`src/hw/rtl/epd_pkg.sv`:
```
// Shared constants and control types for the escaped packet deframer.
package epd_pkg;

   localparam int DATA_W           = 8;
   localparam int PAYLOAD_CAPACITY = 64;
   localparam int LEN_W            = $clog2(PAYLOAD_CAPACITY + 1);
   localparam int ADDR_W           = (PAYLOAD_CAPACITY > 1) ? $clog2(PAYLOAD_CAPACITY) : 1;
   localparam int CSR_INDEX_W      = 8;

   localparam logic [CSR_INDEX_W-1:0] CSR_ESCAPE_CODE = CSR_INDEX_W'(0);
   localparam logic [CSR_INDEX_W-1:0] CSR_END_CODE    = CSR_INDEX_W'(1);

   localparam logic [DATA_W-1:0] ESCAPE_CODE_RESET = DATA_W'(16);
   localparam logic [DATA_W-1:0] END_CODE_RESET    = DATA_W'(3);
   localparam logic [DATA_W-1:0] RESTART_CODE      = DATA_W'(0);

   typedef struct packed {
      logic take_byte;
      logic idx_clear;
      logic idx_step;
      logic load_data;
      logic load_empty;
      logic len_clear;
   } cmd_type;

   typedef struct packed {
      logic is_end;
      logic len_zero;
      logic is_last;
      logic slot_free;
   } status_type;

endpackage

```
`src/hw/rtl/epd_datapath.sv`:
```
// Datapath: configuration registers, escape flag, payload store and result register.
module epd_datapath (
   input  logic                          clock,
   input  logic                          reset,
   input  logic [epd_pkg::DATA_W-1:0]    req_rx_byte,
   input  logic                          csr_valid,
   input  logic [epd_pkg::CSR_INDEX_W-1:0] csr_index,
   input  logic [epd_pkg::DATA_W-1:0]    csr_wdata,
   input  logic                          rsp_ready,
   output logic                          rsp_valid,
   output logic [epd_pkg::DATA_W-1:0]    rsp_data_byte,
   output logic                          rsp_last_of_packet,
   output logic                          rsp_empty_packet,
   input  epd_pkg::cmd_type              cmd,
   output epd_pkg::status_type           status
);

   logic [epd_pkg::DATA_W-1:0] escape_code_ff;
   logic [epd_pkg::DATA_W-1:0] end_code_ff;
   logic                       escape_pending_ff, escape_pending_in;
   logic [epd_pkg::LEN_W-1:0]  len_ff, len_in;
   logic [epd_pkg::ADDR_W-1:0] idx_ff, idx_in;
   logic [epd_pkg::DATA_W-1:0] rd_data_ff;
   logic [epd_pkg::DATA_W-1:0] store_mem [epd_pkg::PAYLOAD_CAPACITY];
   logic                       store_wr;
   logic                       rsp_valid_ff, rsp_valid_in;
   logic [epd_pkg::DATA_W-1:0] rsp_data_ff;
   logic                       rsp_last_ff;
   logic                       rsp_empty_ff;
   logic                       full;

   assign full = (len_ff >= epd_pkg::LEN_W'(epd_pkg::PAYLOAD_CAPACITY));

   assign status.is_end    = escape_pending_ff && (req_rx_byte == end_code_ff);
   assign status.len_zero  = (len_ff == '0);
   assign status.is_last   = ((epd_pkg::LEN_W'(idx_ff) + epd_pkg::LEN_W'(1)) == len_ff);
   assign status.slot_free = !rsp_valid_ff || rsp_ready;

   // Byte decode; the end-of-packet case is left to the controller.
   always_comb begin
      escape_pending_in = escape_pending_ff;
      len_in            = len_ff;
      store_wr          = 1'b0;
      if (cmd.take_byte) begin
         if (escape_pending_ff) begin
            escape_pending_in = 1'b0;
            if (req_rx_byte == end_code_ff) begin
               len_in = len_ff;
            end else if (req_rx_byte == epd_pkg::RESTART_CODE) begin
               len_in = '0;
            end else if (full) begin
               len_in = '0;
            end else begin
               store_wr = 1'b1;
               len_in   = len_ff + epd_pkg::LEN_W'(1);
            end
         end else if (req_rx_byte == escape_code_ff) begin
            escape_pending_in = 1'b1;
         end else if (full) begin
            len_in = '0;
         end else begin
            store_wr = 1'b1;
            len_in   = len_ff + epd_pkg::LEN_W'(1);
         end
      end
      if (cmd.len_clear) begin
         len_in = '0;
      end
   end

   always_comb begin
      idx_in = idx_ff;
      if (cmd.idx_clear) begin
         idx_in = '0;
      end else if (cmd.idx_step) begin
         idx_in = idx_ff + epd_pkg::ADDR_W'(1);
      end
   end

   always_comb begin
      rsp_valid_in = rsp_valid_ff;
      if (cmd.load_data || cmd.load_empty) begin
         rsp_valid_in = 1'b1;
      end else if (rsp_ready) begin
         rsp_valid_in = 1'b0;
      end
   end

   always_ff @(posedge clock) begin
      if (reset) begin
         escape_code_ff    <= epd_pkg::ESCAPE_CODE_RESET;
         end_code_ff       <= epd_pkg::END_CODE_RESET;
         escape_pending_ff <= 1'b0;
         len_ff            <= '0;
         idx_ff            <= '0;
         rsp_valid_ff      <= 1'b0;
      end else begin
         if (csr_valid && (csr_index == epd_pkg::CSR_ESCAPE_CODE)) begin
            escape_code_ff <= csr_wdata;
         end
         if (csr_valid && (csr_index == epd_pkg::CSR_END_CODE)) begin
            end_code_ff <= csr_wdata;
         end
         escape_pending_ff <= escape_pending_in;
         len_ff            <= len_in;
         idx_ff            <= idx_in;
         rsp_valid_ff      <= rsp_valid_in;
      end
   end

   always_ff @(posedge clock) begin
      if (store_wr) begin
         store_mem[len_ff[epd_pkg::ADDR_W-1:0]] <= req_rx_byte;
      end
      rd_data_ff <= store_mem[idx_ff];
   end

   always_ff @(posedge clock) begin
      if (cmd.load_data) begin
         rsp_data_ff  <= rd_data_ff;
         rsp_last_ff  <= status.is_last;
         rsp_empty_ff <= 1'b0;
      end else if (cmd.load_empty) begin
         rsp_data_ff  <= '0;
         rsp_last_ff  <= 1'b1;
         rsp_empty_ff <= 1'b1;
      end
   end

   assign rsp_valid          = rsp_valid_ff;
   assign rsp_data_byte      = rsp_data_ff;
   assign rsp_last_of_packet = rsp_last_ff;
   assign rsp_empty_packet   = rsp_empty_ff;

endmodule

```
`src/hw/rtl/epd_ctrl.sv`:
```
// Controller state machine: byte intake and packet readout sequencing.
module epd_ctrl (
   input  logic                clock,
   input  logic                reset,
   input  logic                req_valid,
   output logic                req_ready,
   input  epd_pkg::status_type status,
   output epd_pkg::cmd_type    cmd
);

   typedef enum logic [1:0] {
      ST_IDLE,
      ST_READ,
      ST_LOAD,
      ST_EMPTY
   } state_type;

   state_type state_ff, state_in;
   logic      req_ready_ff;
   logic      take;

   assign take      = req_valid && req_ready_ff;
   assign req_ready = req_ready_ff;

   always_comb begin
      state_in = state_ff;
      cmd      = '0;
      case (state_ff)
         ST_IDLE: begin
            cmd.take_byte = take;
            if (take && status.is_end) begin
               cmd.idx_clear = 1'b1;
               state_in      = status.len_zero ? ST_EMPTY : ST_READ;
            end
         end
         ST_READ: begin
            // The store read issued from the index lands next cycle.
            state_in = ST_LOAD;
         end
         ST_LOAD: begin
            if (status.slot_free) begin
               cmd.load_data = 1'b1;
               if (status.is_last) begin
                  cmd.len_clear = 1'b1;
                  state_in      = ST_IDLE;
               end else begin
                  cmd.idx_step = 1'b1;
                  state_in     = ST_READ;
               end
            end
         end
         ST_EMPTY: begin
            if (status.slot_free) begin
               cmd.load_empty = 1'b1;
               state_in       = ST_IDLE;
            end
         end
         default: begin
            state_in = ST_IDLE;
         end
      endcase
   end

   always_ff @(posedge clock) begin
      if (reset) begin
         state_ff     <= ST_IDLE;
         req_ready_ff <= 1'b0;
      end else begin
         state_ff     <= state_in;
         req_ready_ff <= (state_in == ST_IDLE);
      end
   end

endmodule

```
`src/hw/rtl/escaped_packet_deframer_unit.sv`:
```
// Top level of the escaped packet deframer.
//
//   channel   direction  handshake             payload
//   req       in         req_valid/req_ready   req_rx_byte
//   rsp       out        rsp_valid/rsp_ready   rsp_data_byte, rsp_last_of_packet,
//                                              rsp_empty_packet
//   csr       in         csr_valid/csr_ready   csr_index, csr_wdata
//
// A byte that does not end a packet leaves the input ready for another. A packet end
// holds off the input while the store is read out, each byte through the registered
// store read, then the result register load; an empty packet yields one result.
// Synchronous reset restores the register defaults and clears the flag and length.
// A stalled result holds the readout; a new byte is taken while the last result waits.
module escaped_packet_deframer_unit (
   input  logic                            clock,
   input  logic                            reset,
   input  logic                            req_valid,
   output logic                            req_ready,
   input  logic [epd_pkg::DATA_W-1:0]      req_rx_byte,
   output logic                            rsp_valid,
   input  logic                            rsp_ready,
   output logic [epd_pkg::DATA_W-1:0]      rsp_data_byte,
   output logic                            rsp_last_of_packet,
   output logic                            rsp_empty_packet,
   input  logic                            csr_valid,
   output logic                            csr_ready,
   input  logic [epd_pkg::CSR_INDEX_W-1:0] csr_index,
   input  logic [epd_pkg::DATA_W-1:0]      csr_wdata
);

   epd_pkg::cmd_type    cmd;
   epd_pkg::status_type status;

   assign csr_ready = !reset;

   epd_ctrl u_ctrl (
      .clock     (clock),
      .reset     (reset),
      .req_valid (req_valid),
      .req_ready (req_ready),
      .status    (status),
      .cmd       (cmd)
   );

   epd_datapath u_datapath (
      .clock              (clock),
      .reset              (reset),
      .req_rx_byte        (req_rx_byte),
      .csr_valid          (csr_valid),
      .csr_index          (csr_index),
      .csr_wdata          (csr_wdata),
      .rsp_ready          (rsp_ready),
      .rsp_valid          (rsp_valid),
      .rsp_data_byte      (rsp_data_byte),
      .rsp_last_of_packet (rsp_last_of_packet),
      .rsp_empty_packet   (rsp_empty_packet),
      .cmd                (cmd),
      .status             (status)
   );

endmodule

```
`config.mk`:
```
export PLATFORM = sky130hd
export DESIGN_NAME = escaped_packet_deframer_unit
export DESIGN_NICKNAME = d
export VERILOG_FILES = /design/src/hw/rtl/epd_pkg.sv /design/src/hw/rtl/epd_datapath.sv /design/src/hw/rtl/epd_ctrl.sv /design/src/hw/rtl/escaped_packet_deframer_unit.sv
export SDC_FILE = /design/constraint.sdc
export NUM_CORES = 1
export LEC_CHECK = 0
export BUFFER_PORTS_ARGS = -buffer_cell sky130_fd_sc_hd__buf_2
export CELL_PAD_IN_SITES_DETAIL_PLACEMENT = 1
export CELL_PAD_IN_SITES_GLOBAL_PLACEMENT = 1
export CORE_ASPECT_RATIO = 1.1
export CORE_MARGIN = 3
export CORE_UTILIZATION = 40
export DETAILED_ROUTE_END_ITERATION = 10
export PLACE_DENSITY = 0.7
export RECOVER_POWER = 100
export SYNTH_ARGS = -nofsm -noshare
export SYNTH_HDL_FRONTEND = slang
export SYNTH_SLANG_ARGS = --single-unit
export TNS_END_PERCENT = 10
```
`constraint.sdc`:
```
create_clock -name clock -period 2.8 [get_ports clock]
set_input_delay 0.14 -clock clock [delete_from_list [all_inputs] [get_ports clock]]
set_output_delay 0.14 -clock clock [all_outputs]
set_load 0.03 [all_outputs]
```
==> impl_metrics.json, run 1 <==
{
  "core_um2": 54230,
  "cts_tree": "done",
  "antenna_found_initial": 0,
  "cts.sink_count": 564,
  "first_pass_iters": 7,
  "dpl.hpwl_um": 35430,
  "min_from": "csr_index[0]",
  "relSlewSlack_pct": -29.95,
  "pwr-share-seq_pct": 53.1,
  "drv_cap": 4,
  "portBuffers": 41,
  "seq_area_um2": 16510,
  "drt_iter0_markers": 936,
  "async_flop_share_pct": 0,
  "setup_tns_ps": 0,
  "areaGrowthSynthToFinish_pct": 16.80,
  "root_buffer": "clkbuf_16",
  "numCtsBuffers": 55,
  "synth_nets": 1164,
  "die_w_um": 230.3,
  "drv_slew": 149,
  "ant_nets": 0,
  "netlist_area_um2": 22140,
  "final.period_utilization_pct": 97.04,
  "synthAdderAreaFrac_pct": 0.1695,
  "finalHoldViolations": 0,
  "synth_cells": 1132,
  "synth-seq-area-share_pct": 74.56,
  "path_clk_slew_ps": 60,
  "grt_util_all_layers_pct": 19.10,
  "cp-start-kind": "input port",
  "yosysWarnings": 0,
  "place_inst": 1974,
  "synthTopCellsByArea": "edfxtp_1, mux4_2, dfxtp_1",
  "combPwrFrac_pct": 1.7,
  "synth_edf_count": 521,
  "critPathLaunch": "req_rx_byte[5]",
  "die_y_um": 252.7,
  "yosysTopAreaCell": "edfxtp_1",
  "fillers": 5052,
  "crit_path_end_kind": "register",
  "placedInstanceArea_um2": 24060,
  "timing.hold.ws_ps": 216.4,
  "layout_commonest_cell": "edfxtp_1",
  "r2r-start": "u_datapath.idx_ff[1]",
  "path_class": "input port to register",
  "rows": 89,
  "worst-endpoint-required_ps": 3080,
  "cts.htree.levels": 2,
  "final_core_util_pct": 47.68,
  "clockBufferDepth": 3,
  "place_congestion": 0.7915,
  "p_sw_share_pct": 19.80,
  "pwr_density_cell_nw_per_um2": 671.8,
  "antenna_cells": 0,
  "crit_path_max_fanout": 8,
  "layout_min_cycle_time_ps": 2717,
  "finClkSkew_ps": 31.95,
  "vdd_drop_max_mv": 0.4427,
  "synth_compound_area_share_pct": 3.035,
  "synth-xor-area-share_pct": 0.9890,
  "dp_slack_ps": -53.05,
  "synth_top_family_by_area": "multiplexers",
  "vias_per_cell": 5.438,
  "grt_pass1_wl_um": 82220,
  "grt_pass1_vias": 12340,
  "status": "finished, violations left",
  "violations": "capacitance limit, slew limit",
  "grt_start_max_net_pins": 65,
  "clkPwrFrac_pct": 45.3,
  "synthMuxAreaShare_pct": 15.47,
  "initial_core_util_pct": 40.82,
  "drc_errors": 0,
  "intPower_mw": 13.93,
  "postCtsSetupBuffers": 0,
  "power_mw": 17.37,
  "rsz0062_at_grt": "false",
  "drive_above_1_share_pct": 27.57,
  "gr-total-overflow": 0,
  "synth_top_area_share_pct": 70.67,
  "fin_cells": 2092,
  "synthDistinctLibCells": 51,
  "die_area_um2": 58210,
  "crit_arrival_ps": 3000,
  "hold_path_class": "input port to register",
  "wirelength_um": 54510,
  "p_sw_mw": 3.439,
  "finalSetupViolations": 0,
  "nets": 1350,
  "max_freq_ghz": 0.3680,
  "postLayoutCellArea_um2": 25860,
  "synthFlopType": "edfxtp_1",
  "routedWlPerCell_um": 26.06,
  "io_pins": 42,
  "synth-seq-cells": 564,
  "yosys.area_share.simple_pct": 4.352,
  "route.vias.total": 11380,
  "p_leak_nw": 8.167,
  "worst_slack_ps": 82.75,
  "final_cell_mix": "edfxtp_1, mux4_2, nor2_1",
  "worst_pin_slew_ps": 1949,
  "syn_avg_cell_area_um2": 19.56,
  "clkLatencyLatePin_ps": 630,
  "multi_input_area_um2": 5299
}
[logic make-up (layout without fill, tap and decap cells)]
kind of cell / after synthesis / count (layout)
AOI/OAI and AO/OA: 90 / 90
xor gates and xnor gates: 25 / 25
adders and majority gates: 3 / 3
buffers and inverters: 67 / 299
DFF: 564 / 564
muxes: 173 / 173
and+or+nand+nor: 210 / 210
[Yosys cell counts (14+ instances only)]
cell type	instances
edfxtp_1	521
mux4_2	134
nor2_1	115
dfxtp_1	43
nand2_1	28
mux2i_1	25
buf_2	24
clkbuf_1	19
o21ai_0	17
xnor2_1	15
a21oi_1	14
mux2_2	14
nand3_1	14
[state kept, by name, indices dropped and copies added, names as in the netlist]
name and cells:
u_datapath.store_mem 512, u_ctrl.state_ff 2, u_datapath.rsp_valid 1, u_datapath.rd_data_ff 8, u_datapath.escape_code_ff 8, u_datapath.rsp_data_byte 8
u_datapath.idx_ff 6, u_datapath.end_code_ff 8, u_ctrl.req_ready 1, u_datapath.escape_pending_ff 1, u_datapath.rsp_last_of_packet 1, u_datapath.rsp_empty_packet 1
u_datapath.len_ff 7
[critical path: stages]
cell and delay (ps):
dlygate4sd3_1 550, clkbuf_1 430, xor2_1 190, nor3_1 100, a31o_1 220, or4b_1 570
clkbuf_2 320, nor2_1 170, clkbuf_2 290
[power groups by stage]
stage / registers [mW] / logic (mW) / clock network [mW]
2_1_floorplan: 9.39 / 0.0673 / 0
3_3_place_gp: 9.39 / 0.274 / 0
3_5_place_dp: 9.39 / 0.287 / 0
4_1_cts: 9.21 / 0.306 / 8.01
5_1_grt: 9.22 / 0.314 / 8.37
6_report: 9.22 / 0.287 / 7.86
[layer usage]
layer / share of wire, % / GRT usage [%]
met4: 1.8 / 4.383
met1: 41 / 24.89
met3: 4.2 / 2.953
met5: 0 / 0
met2: 53 / 33.90
[what timing repair did]
item / 4_1_cts / 5_1_grt
hold buffers: 15 / 0
setup endpoints to repair: 1 / 0
endpoints found under the hold margin: 27 / 0
resized for setup: 1 / 0
[final timing paths]
check,endpoint,slack [ps],cells after the start
worst min-delay path,u_datapath.escape_code_ff[4],220,5
worst max-delay path,u_datapath.store_mem[23][5],80,9
worst max register to register,u_datapath.rd_data_ff[5],120,6
worst min register to register,u_datapath.rsp_empty_packet,490,1
[layout make-up]
type,count,share of cell area (%)
Sequential cell,564,63.85
Multi-Input combinational cell,501,20.49
Clock buffer,62,5.424
Timing Repair Buffer,184,4.524
Tap cell,728,3.523
Clock inverter,41,2.013
Inverter,12,0.1742
Note: power is estimated with default switching activity, not from simulation.
==> run 2, diff against run 1 <==
CORE_UTILIZATION = 30   (was 40)
PLACE_DENSITY = 0.57   (was 0.7)
==> run 2 against run 1 <==
Against the previous run: the run still ends with capacitance limit, slew limit left; global-route usage down 4.5 points; combinational power grew 6%; clock power increased by 7.9%; fmax up 4.1%; sequential share of layout area fell by 1.4 points; wire length rose by 2.6%; non-clock buffer count increased by 14; final area up 2.3%; register-to-register slack improved by 70 ps; worst setup slack improved by 110 ps; utilization decreased by 11 points.
==> impl_metrics.json, run 2 (synthesized netlist as in run 1, its figures left out) <==
{
  "nets": 1367,
  "seq_area_um2": 16520,
  "root_buffer": "clkbuf_16",
  "route.vias.total": 11330,
  "final_cell_mix": "edfxtp_1, mux4_2, nor2_1",
  "ant_nets": 0,
  "crit_path_max_fanout": 21,
  "portBuffers": 41,
  "grt_pass1_wl_um": 83760,
  "clockBufferDepth": 3,
  "gr-total-overflow": 0,
  "drc_errors": 0,
  "drv_slew": 237,
  "drv_cap": 5,
  "largest_reg_flops": 512,
  "crit_path_end_kind": "register",
  "place_congestion": 0.7795,
  "layout_commonest_cell": "edfxtp_1",
  "relSlewSlack_pct": -56.63,
  "die_y_um": 290.9,
  "final_core_util_pct": 36.53,
  "max_freq_ghz": 0.3832,
  "final.period_utilization_pct": 93.20,
  "postCtsSetupBuffers": 0,
  "finalSetupViolations": 0,
  "rows": 103,
  "cp-start-kind": "register",
  "finalHoldViolations": 0,
  "path_class": "register to register",
  "cts.htree.levels": 2,
  "pwr_density_cell_nw_per_um2": 680.5,
  "pwr-share-seq_pct": 51.2,
  "multi_input_area_um2": 5319,
  "wirelength_um": 55930,
  "violations": "capacitance limit, slew limit",
  "grt_util_all_layers_pct": 14.61,
  "intPower_mw": 14.53,
  "crit_arrival_ps": 3090,
  "p_sw_share_pct": 19.28,
  "grt_pass1_vias": 12200,
  "drive_above_1_share_pct": 28.42,
  "worst_pin_slew_ps": 2350,
  "numCtsBuffers": 58,
  "dpl.hpwl_um": 36660,
  "status": "finished, violations left",
  "drt_iter0_markers": 741,
  "rsz0062_at_grt": "false",
  "postLayoutCellArea_um2": 26460,
  "clkPwrFrac_pct": 47.1,
  "worst_slack_ps": 190.5,
  "placedInstanceArea_um2": 24430,
  "vdd_drop_max_mv": 0.4656,
  "io_pins": 42,
  "antenna_cells": 0,
  "p_leak_nw": 8.305,
  "die_area_um2": 77090,
  "combPwrFrac_pct": 1.7,
  "die_w_um": 265.0,
  "path_clk_slew_ps": 60,
  "dp_slack_ps": 28.72,
  "grt_start_max_net_pins": 65,
  "first_pass_iters": 5,
  "hold_path_class": "input port to register",
  "routedWlPerCell_um": 24.02,
  "core_um2": 72430,
  "worst-endpoint-required_ps": 3280,
  "initial_core_util_pct": 30.57,
  "p_sw_mw": 3.472,
  "areaGrowthSynthToFinish_pct": 19.51,
  "clkLatencyLatePin_ps": 630,
  "layout_min_cycle_time_ps": 2610,
  "finClkSkew_ps": 26.13,
  "setup_tns_ps": 0,
  "antenna_found_initial": 2,
  "fillers": 7169,
  "cts.sink_count": 564,
  "cts_tree": "done",
  "vias_per_cell": 4.867
}
-- run 2: path summary, 6_finish.rpt --
kind                                from                          end  slack (ps)  cells past startpoint
min                       req_rx_byte[2]  u_datapath.store_mem[52][2]         180                      2
max reg2reg         u_datapath.idx_ff[1]     u_datapath.rd_data_ff[0]         190                      6
max                 u_datapath.idx_ff[1]     u_datapath.rd_data_ff[0]         190                      6
min reg2reg  u_datapath.rsp_empty_packet  u_datapath.rsp_empty_packet         500                      1
-- run 2: worst max-delay path: stages (launching register included) --
cell	delay, ps
dfxtp_4	420
clkbuf_4	450
buf_4	420
mux4_2	350
a22o_1	270
a221oi_1	360
o221ai_1	160
-- run 2: stage by stage --
step | total power [mW] | std cells | hold slack [ps]
floorplan | 9.460 | 1132 | 238.9
global placement | 9.688 | 2204 | 367.4
detailed placement | 9.701 | 2204 | 390.5
CTS | 18.23 | 2328 | 47.44
global route | 18.58 | 2328 | 168.2
finish | 18.01 | 2328 | 179.9
-- run 2: what timing repair did --
item / CTS / global route
hold buffers: 16 / 0
endpoints found under the hold margin: 20 / 0
gates resized for setup: 0 / 1
endpoints found under the setup margin: 0 / 161
-- run 2: power groups by stage --
stage / Clock [mW] / Combinational [mW] / Sequential (mW)
finish: 8.48 / 0.305 / 9.22
global placement: 0 / 0.301 / 9.39
CTS: 8.70 / 0.325 / 9.21
floorplan: 0 / 0.0673 / 9.39
global route: 9.03 / 0.336 / 9.22
detailed placement: 0 / 0.312 / 9.39
-- run 2: layout make-up --
type	instances	area share, %
clock inverter	38	2.237
multi-input combinational	501	20.10
tap	945	4.469
inverter	12	0.1702
sequential	564	62.43
clock buffer	70	5.736
timing repair buffer	198	4.856
-- run 2: layer usage --
layer | global-route usage (%) | share of wire (%)
met1 | 19.45 | 43
met2 | 25.16 | 51
met3 | 2.105 | 3.4
met4 | 3.766 | 2.1
met5 | 0 | 0
==> run 3, diff against run 2 <==
PLACE_DENSITY = unset   (was 0.57)
PLACE_DENSITY_LB_ADDON = 0.08   (was unset)
SETUP_SLACK_MARGIN = 0.5   (was unset)
==> run 3 against run 2 <==
Against the previous run: the flow still finishes with violations (capacitance limit, slew limit); cell count increased by 2.3%; via count increased by 2.5%; die area unchanged; critical path depth increased by 1; wire length increased by 13%; first-iteration DRC count decreased by 3.1%; worst setup slack improved by 66 ps; total power increased by 2.1%; sequential share of layout area decreased by 2.2 points; clock power increased by 4.2%; fmax increased by 2.6%; final area increased by 3.6%.
==> impl_metrics.json, run 3 (synthesized netlist as in run 1, its figures left out) <==
{
  "finalHoldViolations": 0,
  "max_freq_ghz": 0.3932,
  "cts.sink_count": 564,
  "io_pins": 42,
  "clkLatencyLatePin_ps": 590,
  "route.vias.total": 11610,
  "core_um2": 72430,
  "worst-endpoint-required_ps": 3090,
  "vias_per_cell": 4.875,
  "placedInstanceArea_um2": 24540,
  "nets": 1418,
  "crit_path_max_fanout": 8,
  "layout_commonest_cell": "edfxtp_1",
  "cts_tree": "done",
  "drt_iter0_markers": 718,
  "die_area_um2": 77090,
  "drv_slew": 199,
  "wl_met2_um": 30880,
  "clockBufferDepth": 3,
  "setup_tns_ps": 0,
  "portBuffers": 41,
  "grt_start_max_net_pins": 65,
  "pwr_density_cell_nw_per_um2": 670.5,
  "initial_core_util_pct": 30.57,
  "place_congestion": 0.7406,
  "drc_errors": 0,
  "path_clk_slew_ps": 60,
  "met1_length_um": 28910,
  "vdd_drop_max_mv": 0.4580,
  "root_buffer": "clkbuf_16",
  "grt_util_all_layers_pct": 16.63,
  "dpl.hpwl_um": 40690,
  "r2r_slack_ps": 260,
  "ant_nets": 0,
  "drv_cap": 4,
  "cpLargestDelayFamily": "simple AND/OR/NAND/NOR gates",
  "drive_above_1_share_pct": 33.15,
  "wirelength_um": 63400,
  "antenna_found_initial": 4,
  "rows": 103,
  "slowest_delay_ps": 620,
  "routedWlPerCell_um": 26.62,
  "p_leak_nw": 8.758,
  "hold_path_class": "input port to register",
  "path_cells": "xor2_2, nor4_4, a31o_1, or4b_1, clkbuf_2, nor2_1, buf_6",
  "finalSetupViolations": 0,
  "postLayoutCellArea_um2": 27420,
  "crit_arrival_ps": 2830,
  "crit_path_end_kind": "register",
  "violations": "capacitance limit, slew limit",
  "areaGrowthSynthToFinish_pct": 23.87,
  "cp-start-kind": "register",
  "die_w_um": 265.0,
  "cp_slowest_cell": "or4b_1",
  "cts.htree.levels": 3,
  "final_cell_mix": "edfxtp_1, mux4_2, nor2_1",
  "layout_min_cycle_time_ps": 2543,
  "grt_pass1_wl_um": 92470,
  "largest_reg_flops": 512,
  "grt_pass1_vias": 12730,
  "path_class": "register to register",
  "die_y_um": 290.9,
  "final.period_utilization_pct": 90.83,
  "finClkSkew_ps": 19.69,
  "first_pass_iters": 5,
  "gr-total-overflow": 0,
  "numCtsBuffers": 68,
  "relSlewSlack_pct": -11.70,
  "top_layer_used": "met4",
  "rsz0062_at_grt": "true",
  "worst_pin_slew_ps": 1676,
  "critical_path_buf_inv_count": 2,
  "route.met3.wl_um": 2111,
  "power_mw": 18.39,
  "status": "finished, violations left"
}
run 3: changes by cell type in the layout (fill, tap and decap cells not counted), sizes merged, moves of 3 or more:
cell and change:
clkinvlp -5, clkbuf +5, buf +61, dlygate4sd3 -3, bufinv -8, clkinv +3
run 3: layout make-up:
type / instances / area (um^2)
clock buffers: 94 / 1936
clock inverters: 26 / 294.0
diodes: 1 / 2.502
fillers: 7130 / 45000
multi-input cells: 501 / 5532
well taps: 945 / 1182
flip-flops and latches: 564 / 16520
inverters: 12 / 45.04
repair buffers: 239 / 1908
run 3: layer usage:
metal	up-vias	global-route usage, %
met4	0	4.855
met1	6234	22.92
met2	181	27.34
met3	89	2.587
met5	-	0
li1	5109	-
run 3: worst paths after layout:
check / startpoint / endpoint / cells after the start
worst max-delay path: u_datapath.escape_code_ff[4] / u_datapath.store_mem[23][5] / 7
worst min-delay path: req_valid / u_datapath.escape_pending_ff / 4
worst max register to register: u_datapath.escape_code_ff[4] / u_datapath.store_mem[23][5] / 7
worst min register to register: u_datapath.escape_pending_ff / u_datapath.escape_pending_ff / 2
run 3: timing repair:
| item | in CTS | in global routing |
|---|---|---|
| resized for setup | 77 | 29 |
| setup buffers | 26 | 8 |
| setup endpoints to repair | 536 | 518 |
| gates cloned | 3 | 0 |
| hold endpoints to repair | 31 | 0 |
| pin swaps | 9 | 7 |
| hold buffers | 13 | 0 |
run 3: tightest hold or removal path, stage by stage:
cell and delay (ps):
buf_2 100, nand3_1 130, buf_4 140, a211oi_1 70
run 3: where the power goes:
group	switching (mW)	internal [mW]
clock network	3.38	5.45
logic	0.243	0.0831
registers	0.00928	9.22
total	3.63	14.8
run 3: stage by stage:
step | util [%] | setup slack [ps] | cells | hold WS (ps)
finish | 37.86 | 256.7 | 2382 | 54.52
global placement | 33.89 | -13.45 | 2211 | 381.3
global route | 37.86 | 198.2 | 2381 | 57.56
CTS | 38.09 | 461.3 | 2373 | 9.166
floorplan | - | 349.0 | 1132 | 238.9
detailed placement | 33.89 | 17.80 | 2211 | 380.1
